[config.mk]
export PLATFORM = sky130hd
export DESIGN_NAME = soft_brush_pixel_blend
export DESIGN_NICKNAME = d
export VERILOG_FILES = /design/src/sbpb_pkg.sv /design/src/soft_brush_pixel_blend.sv /design/src/sbpb_sqrt_cell.sv /design/src/sbpb_div_cell.sv
export SDC_FILE = /design/constraint.sdc
export NUM_CORES = 2
export LEC_CHECK = 0
export ABC_AREA = 1
export BUFFER_PORTS_ARGS = -buffer_cell sky130_fd_sc_hd__buf_2
export CAP_MARGIN = 20
export CORE_UTILIZATION = 58
export CTS_CLUSTER_SIZE = 28
export DETAILED_ROUTE_END_ITERATION = 8
export GPL_ROUTABILITY_DRIVEN = 1
export PLACE_DENSITY = 0.89
export RECOVER_POWER = 25
export REMOVE_ABC_BUFFERS = 1
export SLEW_MARGIN = 20
export SYNTH_ARGS = -nofsm -noshare
export SYNTH_HDL_FRONTEND = slang
export SYNTH_SLANG_ARGS = --single-unit
[constraint.sdc]
create_clock -name clk -period 76 [get_ports clk]
set_input_delay 7.6 -clock clk [delete_from_list [all_inputs] [get_ports clk]]
set_output_delay 7.6 -clock clk [all_outputs]
set_load 0.02 [all_outputs]
[src/sbpb_pkg.sv]
// ----------------------------------------------------------------------------
// sbpb_pkg
// Shared types and constants of the soft brush pixel blend.
// ----------------------------------------------------------------------------
`default_nettype none

package sbpb_pkg;

  // Fixed field widths.
  localparam int RADW = 14;
  localparam int CHW  = 8;

  // Configuration register indexes.
  typedef enum logic [2:0] {
    REG_CENTER_X    = 3'd0,
    REG_CENTER_Y    = 3'd1,
    REG_RADIUS      = 3'd2,
    REG_HARD_RADIUS = 3'd3,
    REG_BRUSH_RED   = 3'd4,
    REG_BRUSH_GREEN = 3'd5,
    REG_BRUSH_BLUE  = 3'd6,
    REG_BRUSH_ALPHA = 3'd7
  } cfg_reg_t;

  // Reset values of the configuration registers.
  localparam logic [RADW-1:0] RADIUS_RST      = 14'd80;
  localparam logic [RADW-1:0] HARD_RADIUS_RST = 14'd0;
  localparam logic [CHW-1:0]  BRUSH_RED_RST   = 8'd35;
  localparam logic [CHW-1:0]  BRUSH_GREEN_RST = 8'd97;
  localparam logic [CHW-1:0]  BRUSH_BLUE_RST  = 8'd20;
  localparam logic [CHW-1:0]  BRUSH_ALPHA_RST = 8'd255;

  // How the opacity of a pixel is chosen.
  typedef enum logic [1:0] {
    OP_ZERO = 2'd0,
    OP_ONE  = 2'd1,
    OP_DIV  = 2'd2
  } op_mode_t;

  // Request data that rides along with the arithmetic.
  typedef struct packed {
    logic [CHW-1:0] dst_r;
    logic [CHW-1:0] dst_g;
    logic [CHW-1:0] dst_b;
    logic [CHW-1:0] dst_a;
    logic           written;
    op_mode_t       mode;
  } side_t;

endpackage

`default_nettype wire

[src/soft_brush_pixel_blend.sv]
// ----------------------------------------------------------------------------
// soft_brush_pixel_blend
// Soft round brush: blends one RGBA pixel toward the brush color per request.
// ----------------------------------------------------------------------------
//  Channel  Direction  Protocol            Carries
//  in_      slave      tvalid/tready/data  pixel position and existing RGBA
//  out_     master     tvalid/tready/data  blended RGBA, written flag in tuser
//  cfg_     write      we/index/wdata      brush center, radii and color
//
//  One request enters every cycle that the pipeline advances. It has
//  COORD_WIDTH+RADIUS_FRAC_BITS+1 square root cells, OPACITY_FRAC_BITS divider
//  cells and six stages. The whole pipeline advances together; it holds only
//  while a finished result waits at the output and out_tready is low.
//  Reset clears the valid bits and loads the register reset values.
// ----------------------------------------------------------------------------
`default_nettype none

module soft_brush_pixel_blend
  import sbpb_pkg::*;
#(
  parameter int COORD_WIDTH       = 13,
  parameter int RADIUS_FRAC_BITS  = 4,
  parameter int OPACITY_FRAC_BITS = 12
) (
  input  wire logic                  clk,
  input  wire logic                  rst_n,
  input  wire logic                  in_tvalid,
  output logic                       in_tready,
  // pixel_x, pixel_y, dest_red, dest_green, dest_blue, dest_alpha, zero pad
  input  wire logic [((2*COORD_WIDTH+4*8+7)/8)*8-1:0] in_tdata,
  output logic                       out_tvalid,
  input  wire logic                  out_tready,
  // out_red, out_green, out_blue, out_alpha
  output logic [4*8-1:0]             out_tdata,
  // written
  output logic                       out_tuser,
  input  wire logic                  cfg_we,
  input  wire logic [2:0]            cfg_index,
  input  wire logic [(COORD_WIDTH > 14 ? COORD_WIDTH : 14)-1:0] cfg_wdata
);

  localparam int CW   = COORD_WIDTH;
  localparam int F    = OPACITY_FRAC_BITS;
  localparam int RW   = CW + 1 + RADIUS_FRAC_BITS;
  localparam int SQW  = 2 * RW;
  localparam int NW   = (RW > RADW ? RW : RADW) + 1;
  localparam int PW   = F + 11;
  localparam int ACCW = F + 12;

  // --------------------------------------------------------------------------
  // Configuration registers.
  logic signed [CW-1:0] center_x_r, center_y_r;
  logic [RADW-1:0]      radius_r, hard_r;
  logic [CHW-1:0]       br_r, bg_r, bb_r, ba_r;

  always_ff @(posedge clk) begin
    if (!rst_n) begin
      center_x_r <= '0;
      center_y_r <= '0;
      radius_r   <= RADIUS_RST;
      hard_r     <= HARD_RADIUS_RST;
      br_r       <= BRUSH_RED_RST;
      bg_r       <= BRUSH_GREEN_RST;
      bb_r       <= BRUSH_BLUE_RST;
      ba_r       <= BRUSH_ALPHA_RST;
    end else if (cfg_we) begin
      case (cfg_reg_t'(cfg_index))
        REG_CENTER_X:    center_x_r <= cfg_wdata[CW-1:0];
        REG_CENTER_Y:    center_y_r <= cfg_wdata[CW-1:0];
        REG_RADIUS:      radius_r   <= cfg_wdata[RADW-1:0];
        REG_HARD_RADIUS: hard_r     <= cfg_wdata[RADW-1:0];
        REG_BRUSH_RED:   br_r       <= cfg_wdata[CHW-1:0];
        REG_BRUSH_GREEN: bg_r       <= cfg_wdata[CHW-1:0];
        REG_BRUSH_BLUE:  bb_r       <= cfg_wdata[CHW-1:0];
        REG_BRUSH_ALPHA: ba_r       <= cfg_wdata[CHW-1:0];
        default: ;
      endcase
    end
  end

  // --------------------------------------------------------------------------
  // Pipeline advance: everything moves unless the output holds a stalled result.
  logic en;
  logic out_vld_r;

  assign en        = !out_vld_r || out_tready;
  assign in_tready = en;

  // Stage A: offsets from the dab center.
  logic signed [CW-1:0] px, py;
  logic                 a_vld_r;
  side_t                a_side_r;
  logic signed [CW:0]   a_dx_r, a_dy_r;
  side_t                in_side;

  always_comb begin
    px              = in_tdata[CW-1:0];
    py              = in_tdata[2*CW-1:CW];
    in_side.dst_r   = in_tdata[2*CW+7:2*CW];
    in_side.dst_g   = in_tdata[2*CW+15:2*CW+8];
    in_side.dst_b   = in_tdata[2*CW+23:2*CW+16];
    in_side.dst_a   = in_tdata[2*CW+31:2*CW+24];
    in_side.written = !(px[CW-1] || py[CW-1]);
    in_side.mode    = OP_ZERO;
  end

  // Stage B: squares.  Stage C: radicand with the distance fraction bits.
  logic [2*CW-1:0] b_sqx_r, b_sqy_r;
  logic            b_vld_r, c_vld_r;
  side_t           b_side_r, c_side_r;
  logic [SQW-1:0]  c_rad_r;
  logic signed [2*CW+1:0] sqx_full, sqy_full;

  always_comb begin
    sqx_full = a_dx_r * a_dx_r;
    sqy_full = a_dy_r * a_dy_r;
  end

  always_ff @(posedge clk) begin
    if (!rst_n) begin
      a_vld_r <= 1'b0;
      b_vld_r <= 1'b0;
      c_vld_r <= 1'b0;
    end else if (en) begin
      a_vld_r <= in_tvalid;
      b_vld_r <= a_vld_r;
      c_vld_r <= b_vld_r;
    end
  end

  always_ff @(posedge clk) begin
    if (en) begin
      a_side_r <= in_side;
      a_dx_r   <= {center_x_r[CW-1], center_x_r} - {px[CW-1], px};
      a_dy_r   <= {center_y_r[CW-1], center_y_r} - {py[CW-1], py};
      b_side_r <= a_side_r;
      b_sqx_r  <= sqx_full[2*CW-1:0];
      b_sqy_r  <= sqy_full[2*CW-1:0];
      c_side_r <= b_side_r;
      c_rad_r  <= SQW'({1'b0, b_sqx_r} + {1'b0, b_sqy_r}) << (2 * RADIUS_FRAC_BITS);
    end
  end

  // --------------------------------------------------------------------------
  // Square root chain, one root bit per cell.
  logic            s_vld  [RW+1];
  side_t           s_side [RW+1];
  logic [RW+2:0]   s_rem  [RW+1];
  logic [RW-1:0]   s_root [RW+1];
  logic [SQW-1:0]  s_rad  [RW+1];

  assign s_vld[0]  = c_vld_r;
  assign s_side[0] = c_side_r;
  assign s_rem[0]  = '0;
  assign s_root[0] = '0;
  assign s_rad[0]  = c_rad_r;

  for (genvar k = 0; k < RW; k++) begin : g_sqrt
    sbpb_sqrt_cell #(.RW(RW), .SQW(SQW)) u_cell (
      .clk     (clk),
      .rst_n   (rst_n),
      .en      (en),
      .vld_in  (s_vld[k]),
      .side_in (s_side[k]),
      .rem_in  (s_rem[k]),
      .root_in (s_root[k]),
      .rad_in  (s_rad[k]),
      .vld_r   (s_vld[k+1]),
      .side_r  (s_side[k+1]),
      .rem_r   (s_rem[k+1]),
      .root_r  (s_root[k+1]),
      .rad_r   (s_rad[k+1])
    );
  end

  // --------------------------------------------------------------------------
  // Stage D: fade position and the opacity case.
  logic signed [NW-1:0]   num;
  logic signed [RADW:0]   fade;
  op_mode_t               mode;
  side_t                  d_side_nxt;
  logic                   d_vld_r;
  side_t                  d_side_r;
  logic [RADW-1:0]        d_num_r, d_fade_r;

  always_comb begin
    num  = $signed(NW'(radius_r)) - $signed(NW'(s_root[RW]));
    fade = $signed({1'b0, radius_r}) - $signed({1'b0, hard_r});
    if (fade <= 0) begin
      mode = (num > 0) ? OP_ONE : OP_ZERO;
    end else if (num <= 0) begin
      mode = OP_ZERO;
    end else if (num >= NW'(fade)) begin
      mode = OP_ONE;
    end else begin
      mode = OP_DIV;
    end
    d_side_nxt      = s_side[RW];
    d_side_nxt.mode = mode;
  end

  always_ff @(posedge clk) begin
    if (!rst_n) begin
      d_vld_r <= 1'b0;
    end else if (en) begin
      d_vld_r <= s_vld[RW];
    end
  end

  always_ff @(posedge clk) begin
    if (en) begin
      d_side_r <= d_side_nxt;
      d_num_r  <= (mode == OP_DIV) ? num[RADW-1:0] : '0;
      d_fade_r <= fade[RADW-1:0];
    end
  end

  // --------------------------------------------------------------------------
  // Divider chain, one opacity bit per cell.
  logic            q_vld  [F+1];
  side_t           q_side [F+1];
  logic [RADW-1:0] q_rem  [F+1];
  logic [RADW-1:0] q_fade [F+1];
  logic [F-1:0]    q_quot [F+1];

  assign q_vld[0]  = d_vld_r;
  assign q_side[0] = d_side_r;
  assign q_rem[0]  = d_num_r;
  assign q_fade[0] = d_fade_r;
  assign q_quot[0] = '0;

  for (genvar k = 0; k < F; k++) begin : g_div
    sbpb_div_cell #(.QW(F)) u_cell (
      .clk     (clk),
      .rst_n   (rst_n),
      .en      (en),
      .vld_in  (q_vld[k]),
      .side_in (q_side[k]),
      .rem_in  (q_rem[k]),
      .fade_in (q_fade[k]),
      .quot_in (q_quot[k]),
      .vld_r   (q_vld[k+1]),
      .side_r  (q_side[k+1]),
      .rem_r   (q_rem[k+1]),
      .fade_r  (q_fade[k+1]),
      .quot_r  (q_quot[k+1])
    );
  end

  // --------------------------------------------------------------------------
  // Stage E: opacity times the color difference, per channel.
  logic [F:0]             op;
  side_t                  qs;
  logic                   e_vld_r;
  side_t                  e_side_r;
  logic signed [PW-1:0]   e_prod_r [4];
  logic [CHW-1:0]         src [4];
  logic [CHW-1:0]         dst [4];
  logic signed [CHW:0]    diff [4];
  logic signed [PW-1:0]   prod [4];

  always_comb begin
    qs = q_side[F];
    case (qs.mode)
      OP_ONE:  op = (F+1)'(1) << F;
      OP_DIV:  op = {1'b0, q_quot[F]};
      default: op = '0;
    endcase
    src[0] = br_r;  dst[0] = qs.dst_r;
    src[1] = bg_r;  dst[1] = qs.dst_g;
    src[2] = bb_r;  dst[2] = qs.dst_b;
    src[3] = ba_r;  dst[3] = qs.dst_a;
    for (int c = 0; c < 4; c++) begin
      diff[c] = $signed({1'b0, src[c]}) - $signed({1'b0, dst[c]});
      prod[c] = PW'(diff[c] * $signed({1'b0, op}));
    end
  end

  always_ff @(posedge clk) begin
    if (!rst_n) begin
      e_vld_r <= 1'b0;
    end else if (en) begin
      e_vld_r <= q_vld[F];
    end
  end

  always_ff @(posedge clk) begin
    if (en) begin
      e_side_r <= qs;
      for (int c = 0; c < 4; c++) begin
        e_prod_r[c] <= prod[c];
      end
    end
  end

  // --------------------------------------------------------------------------
  // Output stage: add dst, round, take integer part; unwritten pixels pass dst.
  logic [CHW-1:0]        e_dst [4];
  logic signed [ACCW-1:0] acc [4];
  logic [CHW-1:0]        res [4];
  logic [4*CHW-1:0]      out_data_r;
  logic                  out_user_r;

  always_comb begin
    e_dst[0] = e_side_r.dst_r;
    e_dst[1] = e_side_r.dst_g;
    e_dst[2] = e_side_r.dst_b;
    e_dst[3] = e_side_r.dst_a;
    for (int c = 0; c < 4; c++) begin
      acc[c] = ACCW'(e_prod_r[c]) + $signed(ACCW'(e_dst[c]) << F)
             + $signed(ACCW'(1) << (F - 1));
      res[c] = e_side_r.written ? acc[c][F+CHW-1:F] : e_dst[c];
    end
  end

  always_ff @(posedge clk) begin
    if (!rst_n) begin
      out_vld_r <= 1'b0;
    end else if (en) begin
      out_vld_r <= e_vld_r;
    end
  end

  always_ff @(posedge clk) begin
    if (en) begin
      out_data_r <= {res[3], res[2], res[1], res[0]};
      out_user_r <= e_side_r.written;
    end
  end

  assign out_tvalid = out_vld_r;
  assign out_tdata  = out_data_r;
  assign out_tuser  = out_user_r;

endmodule

`default_nettype wire

[src/sbpb_sqrt_cell.sv]
// ----------------------------------------------------------------------------
// sbpb_sqrt_cell
// One stage of the square root chain: settles one root bit per cycle while en is high.
// ----------------------------------------------------------------------------
`default_nettype none

module sbpb_sqrt_cell
  import sbpb_pkg::*;
#(
  parameter int RW  = 18,
  parameter int SQW = 36
) (
  input  wire logic           clk,
  input  wire logic           rst_n,
  input  wire logic           en,
  input  wire logic           vld_in,
  input  wire side_t          side_in,
  input  wire logic [RW+2:0]  rem_in,
  input  wire logic [RW-1:0]  root_in,
  input  wire logic [SQW-1:0] rad_in,
  output logic                vld_r,
  output side_t               side_r,
  output logic [RW+2:0]       rem_r,
  output logic [RW-1:0]       root_r,
  output logic [SQW-1:0]      rad_r
);

  logic [RW+2:0] rem_sh;
  logic [RW+2:0] trial;
  logic          fits;

  // Bring down the next two radicand bits and try the next root bit.
  always_comb begin
    rem_sh = {rem_in[RW:0], rad_in[SQW-1:SQW-2]};
    trial  = {1'b0, root_in, 2'b01};
    fits   = (rem_sh >= trial);
  end

  always_ff @(posedge clk) begin
    if (!rst_n) begin
      vld_r <= 1'b0;
    end else if (en) begin
      vld_r <= vld_in;
    end
  end

  always_ff @(posedge clk) begin
    if (en) begin
      side_r <= side_in;
      rad_r  <= rad_in << 2;
      rem_r  <= fits ? (rem_sh - trial) : rem_sh;
      root_r <= {root_in[RW-2:0], fits};
    end
  end

endmodule

`default_nettype wire

[src/sbpb_div_cell.sv]
// ----------------------------------------------------------------------------
// sbpb_div_cell
// One stage of the opacity divider: settles one quotient bit per cycle while en is high.
// ----------------------------------------------------------------------------
`default_nettype none

module sbpb_div_cell
  import sbpb_pkg::*;
#(
  parameter int QW = 12
) (
  input  wire logic            clk,
  input  wire logic            rst_n,
  input  wire logic            en,
  input  wire logic            vld_in,
  input  wire side_t           side_in,
  input  wire logic [RADW-1:0] rem_in,
  input  wire logic [RADW-1:0] fade_in,
  input  wire logic [QW-1:0]   quot_in,
  output logic                 vld_r,
  output side_t                side_r,
  output logic [RADW-1:0]      rem_r,
  output logic [RADW-1:0]      fade_r,
  output logic [QW-1:0]        quot_r
);

  logic [RADW:0] rem_sh;
  logic          fits;

  // Remainder stays below the divisor, so the doubled value fits one more bit.
  always_comb begin
    rem_sh = {rem_in, 1'b0};
    fits   = (rem_sh >= {1'b0, fade_in});
  end

  always_ff @(posedge clk) begin
    if (!rst_n) begin
      vld_r <= 1'b0;
    end else if (en) begin
      vld_r <= vld_in;
    end
  end

  always_ff @(posedge clk) begin
    if (en) begin
      side_r <= side_in;
      fade_r <= fade_in;
      rem_r  <= fits ? RADW'(rem_sh - {1'b0, fade_in}) : RADW'(rem_sh);
      quot_r <= {quot_in[QW-2:0], fits};
    end
  end

endmodule

`default_nettype wire

== Word-level counts from Yosys, hierarchy flattened ==
Memories as Yosys holds them, arrays and structs flattened.
Index checks and enable logic that the tools add are counted.

* Register bits after elaboration: 2518
* RAM bits: 92
* Output and inout bits: 35
* Logic and storage cells: 486
* Memories: 1

{| class="wikitable"
|+ Memory list
! name !! words !! width !! rd ports !! clocked after memory_dff !! write ports !! line !! RTL
|-
| e_prod_r || 4 || 23 || 4 || 0 || 4 || soft_brush_pixel_blend.sv:256 || <nowiki>logic signed [PW-1:0] e_prod_r [4];</nowiki>
|}

* Add/subtract/negate cells: 45
* Multiply operators: 6
* Magnitude comparators: 34
* Equal/unequal tests: 10
* Mux-type cells: 39
* Reductions and logical operators: 13

{| class="wikitable"
|+ Operator list
! kind !! count
|-
| $mux 19 || 16
|-
| $ge 15x14->1 || 12
|-
| $mux 14 || 11
|-
| $sub 14x14->14 || 11
|-
| $mul 9x14->23 || 4
|-
| $add 20x13->20 const B || 4
|-
| $add 20x20->20 || 4
|-
| $mul 14x14->26 || 2
|-
| $sub 8x8->9 || 4
|-
| $mux 8 || 4
|-
| $sub 13x13->14 || 2
|-
| $add 26x26->27 || 1
|-
| $pmux 13 s2 || 1
|-
| $ge 21x10->1 || 1
|-
| $ge 21x11->1 || 1
|-
| $ge 21x12->1 || 1
|-
| $ge 21x13->1 || 1
|-
| $ge 21x14->1 || 1
|-
| $ge 21x15->1 || 1
|-
| $ge 21x16->1 || 1
|-
| $ge 21x17->1 || 1
|-
| $ge 21x18->1 || 1
|-
| $ge 21x19->1 || 1
|-
| $ge 21x3->1 || 1
|-
| 41 further kinds || 60
|}

== Logic depth before layout (Yosys ltp) ==
* Depth in word-level cells: 6
* Depth in mapped cells: 30

== Modules after synthesis ==
From an unflattened synthesis, not the netlist that was laid out.

* Cells, all modules: 17553
* Area total of the unflattened synthesis: 181843.2 sq um

{| class="wikitable"
|+ By module, submodules not included
! module !! times used !! cells an instance !! area each (sq um) !! sequential area each (sq um)
|-
| sbpb_sqrt_cell || 18 || 475 || 5028.6 || 3263.1
|-
| soft_brush_pixel_blend || 1 || 5391 || 48447.7 || 12922.4
|-
| sbpb_div_cell || 12 || 301 || 3573.4 || 2272.2
|}

== Worst setup path before layout ==
OpenSTA, ideal clock, no wires.

* Path type: input port to output port
* From: input port out_tready
* To: output port in_tready
* Data arrival time: 72.996 ns
* Data required time: 68.400 ns
* Slack: -4.596 ns
* Cell stages on the path: 3
* Path through: nor2_1 clkinv_1 clkbuf_1

* Longest elaborated chain between the ends: 1

{| class="wikitable"
|+ Ends and longest elaborated chain
! what !! line !! RTL
|-
| from (decl) || soft_brush_pixel_blend.sv:32 || <nowiki>input wire logic out_tready,</nowiki>
|-
| $logic_or 1x1->1 || soft_brush_pixel_blend.sv:86 || <nowiki>assign en = !out_vld_r || out_tready;</nowiki>
|-
| to (decl) || soft_brush_pixel_blend.sv:28 || <nowiki>output logic in_tready,</nowiki>
|}

No other way between the ends.

== Final worst setup path ==
Ends and elaborated chain as after synthesis.

==> metrics.txt <==
hpwl dp=179000 µm; Synth cell types=71; Clock Tree Buf Depth=4; Final Max Tran Viols=0; Clock Skew=0.0924 ns; CP top delay family=buffers and inverters; DR DRC count=0; number of global-route vias before repair=83500; Iteration-0 DRC Markers=7204; max frequency=0.0618 GHz; Initial Util=58.4%; CTS root buf=clkbuf_16; Num Clock Sinks=2538; fill count=16000; Async SR Flop Fraction=0%; Post-synth EDFFs=2416; WL/cell=17.4 µm; normalized max-slew margin=22.0%; CP peak stage delay=0.35 ns; number of synthesis warnings=0; crit-path cells=buf_2, nor2_2, buf_4, inv_8, buf_2; critical path launch point type=primary input; H-Tree Depth=5; Detailed Route WL=258000 µm; Top FF cell, synth=edfxtp_1; leading area contributor after synthesis=edfxtp_1; multi-input logic area=49900 µm²; final worst path period share=21.3%; critical path class=primary input to primary output; number of buffers added on ports=114; post-route ant nets=0; top-area cell type share of the netlist area=54.7%; setup TNS=0 ns; Final min period=16.19 ns; RSZ-0062 raised after global routing=no; FF+latch area=75000 µm²; mux cell area share after synthesis=0.00848%; CP max-delay cell=buf_4; Die ar.=231000 µm²; P&R area growth vs syn=9.47%; Seq/Total Area, Yosys=56.5%; Worst-path clk slew=0.07 ns; Top Ports=121; Core Rows=175; Placer Congestion=0.925; Congestion Overflow GR=0; die width=480 µm; setup bufs post-CTS=0; Tightest Pin Transition=1.17 ns; status=completed; initial antenna violation count=15; # hold bufs at CTS=0; worst path required time=68.40 ns; DRT Pass-1 Iters=9; Syn Area/Cell=11.7 µm²; min-delay worst type=flop to flop; CTS tree=done; crit-path max FO=37; main combinational cell family by area after synthesis=adder cells; MaxCap Viol Count=0; CP most frequent cell=buf_2; Synth Area in XOR/XNOR=3.61%; first-pass GRT wire length=416000 µm; Fin. Hold Viols=0; routed vias/inst=5.50; layout cells sized above 1=5.96%; CORE AREA=227000 µm²; Layout Nets=13200; overall die height=480 µm; Synth area leaders=edfxtp_1 (55%), fa_1 (10%), ha_1 (7.6%), inv_1 (5.2%), nand2_1 (4.9%); insertion delay to the later sink of the worst-skew pair=0.95 ns; area share of and/or/nand/nor cells after synthesis=10.5%; Post-Synthesis Cell Area=133000 µm²; CTS Buf Count=276; synthesized flop and latch total=2538; gr usage total=22.6%; Mapped Cells=11400; post-synthesis compound-gate area fraction=5.83%; Crit path arrival time=8.59 ns; Crit. End Element=primary output; post-CTS resize count=0; setup violators final=0; largest net degree at the start of global routing=223; Synth Area in Adders=17.6%; WP buf/inv=4; Vias=81700
metrics by stage:
| step | util [%] | cell area, µm² | hold slack (ns) | worst slack, ns | cells |
|---|---|---|---|---|---|
| floorplan | - | 132000 | 0.400 | 5.48 | 11200 |
| global placement | 60.1 | 137000 | 0.400 | 59.79 | 14400 |
| detailed placement | 60.1 | 137000 | 0.405 | 59.79 | 14400 |
| CTS | 63.9 | 145000 | 0.336 | 59.78 | 14900 |
| global route | 63.9 | 145000 | 0.357 | 59.73 | 14900 |
| finish | 63.9 | 145000 | 0.351 | 59.81 | 14900 |
worst reg2reg max path: cells and delay by family (launching register included):
kind	cells	cell delay, ns
buffers and inverters	11	7.16
DFF	1	0.31
and+or+nand+nor	1	0.03
worst paths after layout:
check | start | endpoint | slack, ns | depth (start not counted)
min reg2reg | g_sqrt[14].u_cell.side_r[15] | g_sqrt[15].u_cell.side_r[15] | 0.35 | 0
max reg2reg | out_tvalid | b_side_r[3] | 68.10 | 12
min | g_sqrt[14].u_cell.side_r[15] | g_sqrt[15].u_cell.side_r[15] | 0.35 | 0
max | out_tready | in_tready | 59.81 | 5
cell type report:
type	count	share of cell area (%)
diodes	4	0.00689
repair buffers	174	0.722
inverters	1861	4.81
flip-flops and latches	2538	51.6
multi-input cells	6804	34.4
clock inverters	131	0.877
clock buffers	338	5.03
well taps	3009	2.59
state kept, by name, indices dropped and copies added (netlist names), 18 cells and up:
| name | cells |
|---|---|
| c_rad_r | 27 |
| g_sqrt.u_cell.root_r | 171 |
| g_div.u_cell.fade_r | 154 |
| g_sqrt.u_cell.rad_r | 182 |
| g_div.u_cell.rem_r | 154 |
| g_sqrt.u_cell.rem_r | 294 |
| a_side_r | 33 |
| e_prod_r | 36 |
| d_side_r | 35 |
| b_side_r | 33 |
| g_sqrt.u_cell.side_r | 594 |
| e_dst | 32 |
| g_div.u_cell.quot_r | 78 |
| g_sqrt.u_cell.vld_r | 18 |
| out_tdata | 32 |
| b_sqy_r | 25 |
| b_sqx_r | 25 |
| c_side_r | 33 |
| g_div.u_cell.side_r | 420 |
per-layer routing:
metal	track usage, %	vias to the layer above	share of wire [%]
met4	11.1	2	4.9
met3	4.21	858	7.5
li1	-	38600	-
met2	39.2	3120	50
met1	27.1	39200	38
met5	0	-	0.0066
cell usage in the layout (no fill, tap or decap), types with 14 or more instances in the layout:
cell type,instances
clkinv_1,50
nand3_1,293
dfxtp_1,122
nor2_1,1018
buf_2,113
o21bai_1,28
o21ai_1,46
o21ai_2,20
nand3b_1,20
buf_4,59
clkbuf_16,279
a31oi_1,25
a211oi_1,26
nand4_1,90
inv_1,1842
nor4_1,21
xnor2_1,227
nor3_1,84
xor2_1,313
ha_1,802
bufinv_16,20
nand2_1,1721
a21boi_0,14
a21o_1,25
nand2_2,20
clkbuf_1,48
or2_2,31
o21ai_0,461
o21a_1,19
edfxtp_1,2416
clkinv_2,38
fa_1,668
nand3_2,19
a21oi_1,689
cell families (layout without fill, tap and decap cells):
| logic type | after synthesis | in the layout |
|---|---|---|
| XOR/XNOR | 545 | 545 |
| flip-flops | 2538 | 2538 |
| AO/OA/AOI/OAI | 1418 | 1418 |
| buffers and inverters | 2050 | 2504 |
| other | 1 | 5 |
| adder cells (fa/ha/maj) | 1470 | 1470 |
| AND/OR/NAND/NOR | 3369 | 3369 |
| multiplexers | 1 | 1 |
synthesized netlist by cell type, drive strengths merged (96+ instances only):
cell type	count
a21oi	693
clkbuf	127
dfxtp	122
edfxtp	2416
fa	668
ha	802
inv	1851
nand2	1743
nand3	312
nor2	1034
nor3	96
o21ai	527
xnor2	228
xor2	317
Power is not shown: default switching activity piles up to over one toggle a cycle in this logic, so the estimate is an artifact.
